## src/rtl/core/ihex_ram.sv

```systemverilog
// ----------------------------------------------------------------------------
// ihex_ram
// Single write port, single read port RAM with registered read data.
// ----------------------------------------------------------------------------
module ihex_ram #(
  parameter int WIDTH = 8,
  parameter int DEPTH = 256
) (
  input  logic                     clk,
  input  logic                     we,
  input  logic [$clog2(DEPTH)-1:0] waddr,
  input  logic [WIDTH-1:0]         wdata,
  input  logic [$clog2(DEPTH)-1:0] raddr,
  output logic [WIDTH-1:0]         rdata
);
  logic [WIDTH-1:0] mem [DEPTH];

  always_ff @(posedge clk) begin
    if (we) begin
      mem[waddr] <= wdata;
    end
    rdata <= mem[raddr];
  end
endmodule

```

## config.mk

```make
export PLATFORM = sky130hd
export DESIGN_NAME = ihex_ram
export DESIGN_NICKNAME = d
export VERILOG_FILES = /design/src/rtl/core/ihex_ram.sv
export SDC_FILE = /design/constraint.sdc
export NUM_CORES = 2
export LEC_CHECK = 0
export BUFFER_PORTS_ARGS = -buffer_cell sky130_fd_sc_hd__buf_2
export CORE_ASPECT_RATIO = 1.4
export CORE_MARGIN = 2
export CORE_UTILIZATION = 51
export CTS_CLUSTER_DIAMETER = 50
export DETAILED_ROUTE_END_ITERATION = 8
export PLACE_DENSITY_LB_ADDON = 0.05
export SYNTH_ARGS = -nofsm -noshare
export SYNTH_HDL_FRONTEND = slang
export SYNTH_SLANG_ARGS = --single-unit
```

## constraint.sdc

```tcl
create_clock -name clk -period 7.6 [get_ports clk]
set_clock_uncertainty 0.1 [all_clocks]
set_input_delay 1.52 -clock clk [delete_from_list [all_inputs] [get_ports clk]]
set_output_delay 1.52 -clock clk [all_outputs]
set_load 0.01 [all_outputs]
```

==> results.txt <==
- Max Transition Viols Final: 0
- Number of search-and-repair iterations in the first detailed-routing pass: 6
- Residual antenna-violating net count after detailed routing: 0
- Headroom to the max-slew limit came out at 0.0883.
- Critical Path RT: 8.18 ns
* Post-CTS Setup Repair Bufs: 0
* Post-synth design cell area: between 70000 and 80000 sq um
- Max-capacitance violation count: 0
- Largest net degree at the start of global routing: between 150 and 200
- The average instance in the mapped netlist occupies 21.3 sq um.
* Result of the run: completed
- Async SR Flop Fraction: 0
- Wire length of the first global-routing pass: a little under 300000 um
* Final count of hold timing violations: 0
- Max Freq: 202 MHz
- Arr. time, crit path: around 5.5 ns
- Resized Gates After CTS: 0
* Routed len/inst: around 34 um
- Buffers placed on the I/O ports in this run total 33.
* Count of warnings emitted by yosys: 0
* CORE AREA: approximately 160000 sq um
- In the global route stage, overall resource usage came out at 0.265.
* Sequential share of the synthesized area: 0.775
* Leakage power of the design: ~0.027 uW
* Clock buffer count from CTS: about 190
* Number of synthesized register bits: between 2000 and 2500
- Master cell of the clock root buffer: sky130_fd_sc_hd__clkbuf_16
- Counting along the longest clock path gives a buffer depth of 3.
- After routing, the total negative slack on setup checks comes to 0 ns.
- Min Tclk post-route: about 5.0 ns
* Height of the chip: approximately 470 um
- The initial utilization of the core area, before any placement, comes to 0.513.
- Die area: between 150000 and 200000 sq um
- The via count of the first global-routing pass was 39600.
* Top Ports: 34
- The cell count after synthesis came out at around 3700.
- Setup repair after global routing left no endpoint under its margin.
* Worst Max-Slew Pin Slew: 1.36 ns
- Most frequent standard cell in the layout excluding fill and tap cells: sky130_fd_sc_hd__edfxtp_1
- In this run the power density over the cells is 265 nW/um^2.
- Final standard cell utilization of the core: 0.568
* Overall power of the completed layout: around 23000 uW
* Kind of critical path: in2reg
* Area growth, synth to finish: 10.8%
* Number of placement rows: between 150 and 200
- VDD sags by at most 0.000180 V.
- TritonCTS built the clock tree.
* Total DRC errors in the routed layout: 0
* Clock sink count: 2056
* Total number of vias: between 30000 and 40000
- Worst-path clk slew: about 0.060 ns
- In this run the horizontal extent of the chip is approximately 340 um.
- The number of different library cells used by synthesis comes to 55.
- Final net count: 3828
- GRT Residual Overflow: 0
* Detailed router's first-iteration violation count: a little over 4000
- Clock latency reported for the late side of the worst-skew pair: between 0.8 and 0.9 ns
- The top cell types in the final layout, fill and taps aside, are 2048 x sky130_fd_sc_hd__edfxtp_1, 454 x sky130_fd_sc_hd__mux4_2, 279 x sky130_fd_sc_hd__nor2_1, 202 x sky130_fd_sc_hd__clkbuf_16, 134 x sky130_fd_sc_hd__mux2i_1.
* Critical path startpoint category: input port
* Share of post-route cells with drive strength above 1: 0.219
* HP Class: reg2reg
- Routability-driven placement finished with a final weighted congestion of between 0.8 and 0.9.
- Of all nets on the critical path, the largest fanout is slightly below 70.
- In this run, post-CTS hold repair placed 0 buffers.
* Routed vias/inst: 6.35
- The clock tree synthesis step divided the H-tree into 4 levels.
- Of the available clock period, the critical path in the final layout requires 0.653.
* Setup Viol. Count Final: 0
* Element type at the critical path end: register
- The initial antenna violation count is 11.
- Number of enable-type register cells in the synthesized netlist: 2048
- Summed over all layers, the routed wires come to about 210000 um.
* Net count of the mapped netlist: 3759
- Once detailed placement completed, the half-perimeter wirelength came to about 130000 um.
- Synth Flop Type: sky130_fd_sc_hd__edfxtp_1
* Final-layout worst hold slack: 0.879 ns
==> synth_stat cells (all sizes together) (4+ instances only) <==
master	number	area, sq um
a2111oi	5	52.6
a211oi	16	120
a21oi	96	480
a221oi	14	129
a22o	8	70.1
a22oi	133	998
and2	6	37.5
buf	122	1030
clkbuf	111	417
dfxtp	8	160
edfxtp	2048	61500
mux2i	134	1340
mux4	456	10300
nand2	33	124
nand2b	8	50.1
nand3	34	170
nand4	10	62.6
nor2	282	1060
nor2b	31	194
nor3	22	110
nor4	27	188
o211ai	10	75.1
o21ai	12	60.1
o221ai	47	418
o22a	5	43.8
o22ai	28	175
o32ai	5	51.3
or2	4	25.0
==> worst paths after layout <==
check	slack, ns	to	cells after the start	start
max	2.64	rdata[5]	8	raddr[0]
max reg2reg	4.33	rdata[5]	6	mem[211][5]
min	0.88	rdata[3]	6	mem[41][3]
min reg2reg	0.88	rdata[3]	6	mem[41][3]
==> stage by stage <==
step                instances  setup WS [ns]  cell area, sq um
finish                   6040           2.64             88100
global route             6036           2.64             88100
CTS                      6035           2.80             88100
detailed placement       5683           1.92             81800
global placement         5682           1.81             81800
floorplan                3733           4.04             79600
==> area by class of cell <==
type | instances | area (sq um)
clock buffers | 238 | 5220
diodes | 5 | 12.5
inverters | 2 | 7.51
multi-input cells | 1442 | 16500
repair buffers | 107 | 1010
flip-flops and latches | 2056 | 61700
fillers | 11500 | 67000
well taps | 2076 | 2600
clock inverters | 114 | 1100
==> layer usage <==
layer | share of wire | global-route usage
met1 | 0.38 | 0.343
met2 | 0.52 | 0.452
met3 | 0.065 | 0.0411
met4 | 0.042 | 0.104
met5 | 0.00024 | 0
==> cell families after synthesis <==
| group | after synthesis | share of synthesized area |
|---|---|---|
| compound gates | 385 | 0.0342 |
| buf+inv | 235 | 0.0183 |
| flops | 2056 | 0.775 |
| mux | 591 | 0.146 |
| simple gates | 466 | 0.0263 |
==> power breakdown <==
part	internal (uW)	switching [uW]
sequential	12500	26.2
combinational	366	763
clock	5570	4130
total	18400	4920
==> flip-flops by register name, indices dropped and copies added, names as in the netlist <==
register,flops
rdata,8
mem,2048
==> critical path, cell delays in order <==
cell                       delay [ns]
sky130_fd_sc_hd__buf_8           0.48
sky130_fd_sc_hd__buf_12          0.49
sky130_fd_sc_hd__mux4_2          0.58
sky130_fd_sc_hd__a22o_1          0.24
sky130_fd_sc_hd__a221oi_1        0.90
sky130_fd_sc_hd__o32ai_1         0.30
sky130_fd_sc_hd__nor3_1          0.60
sky130_fd_sc_hd__nor4_1          0.15
(Power assumes the default switching activity.)
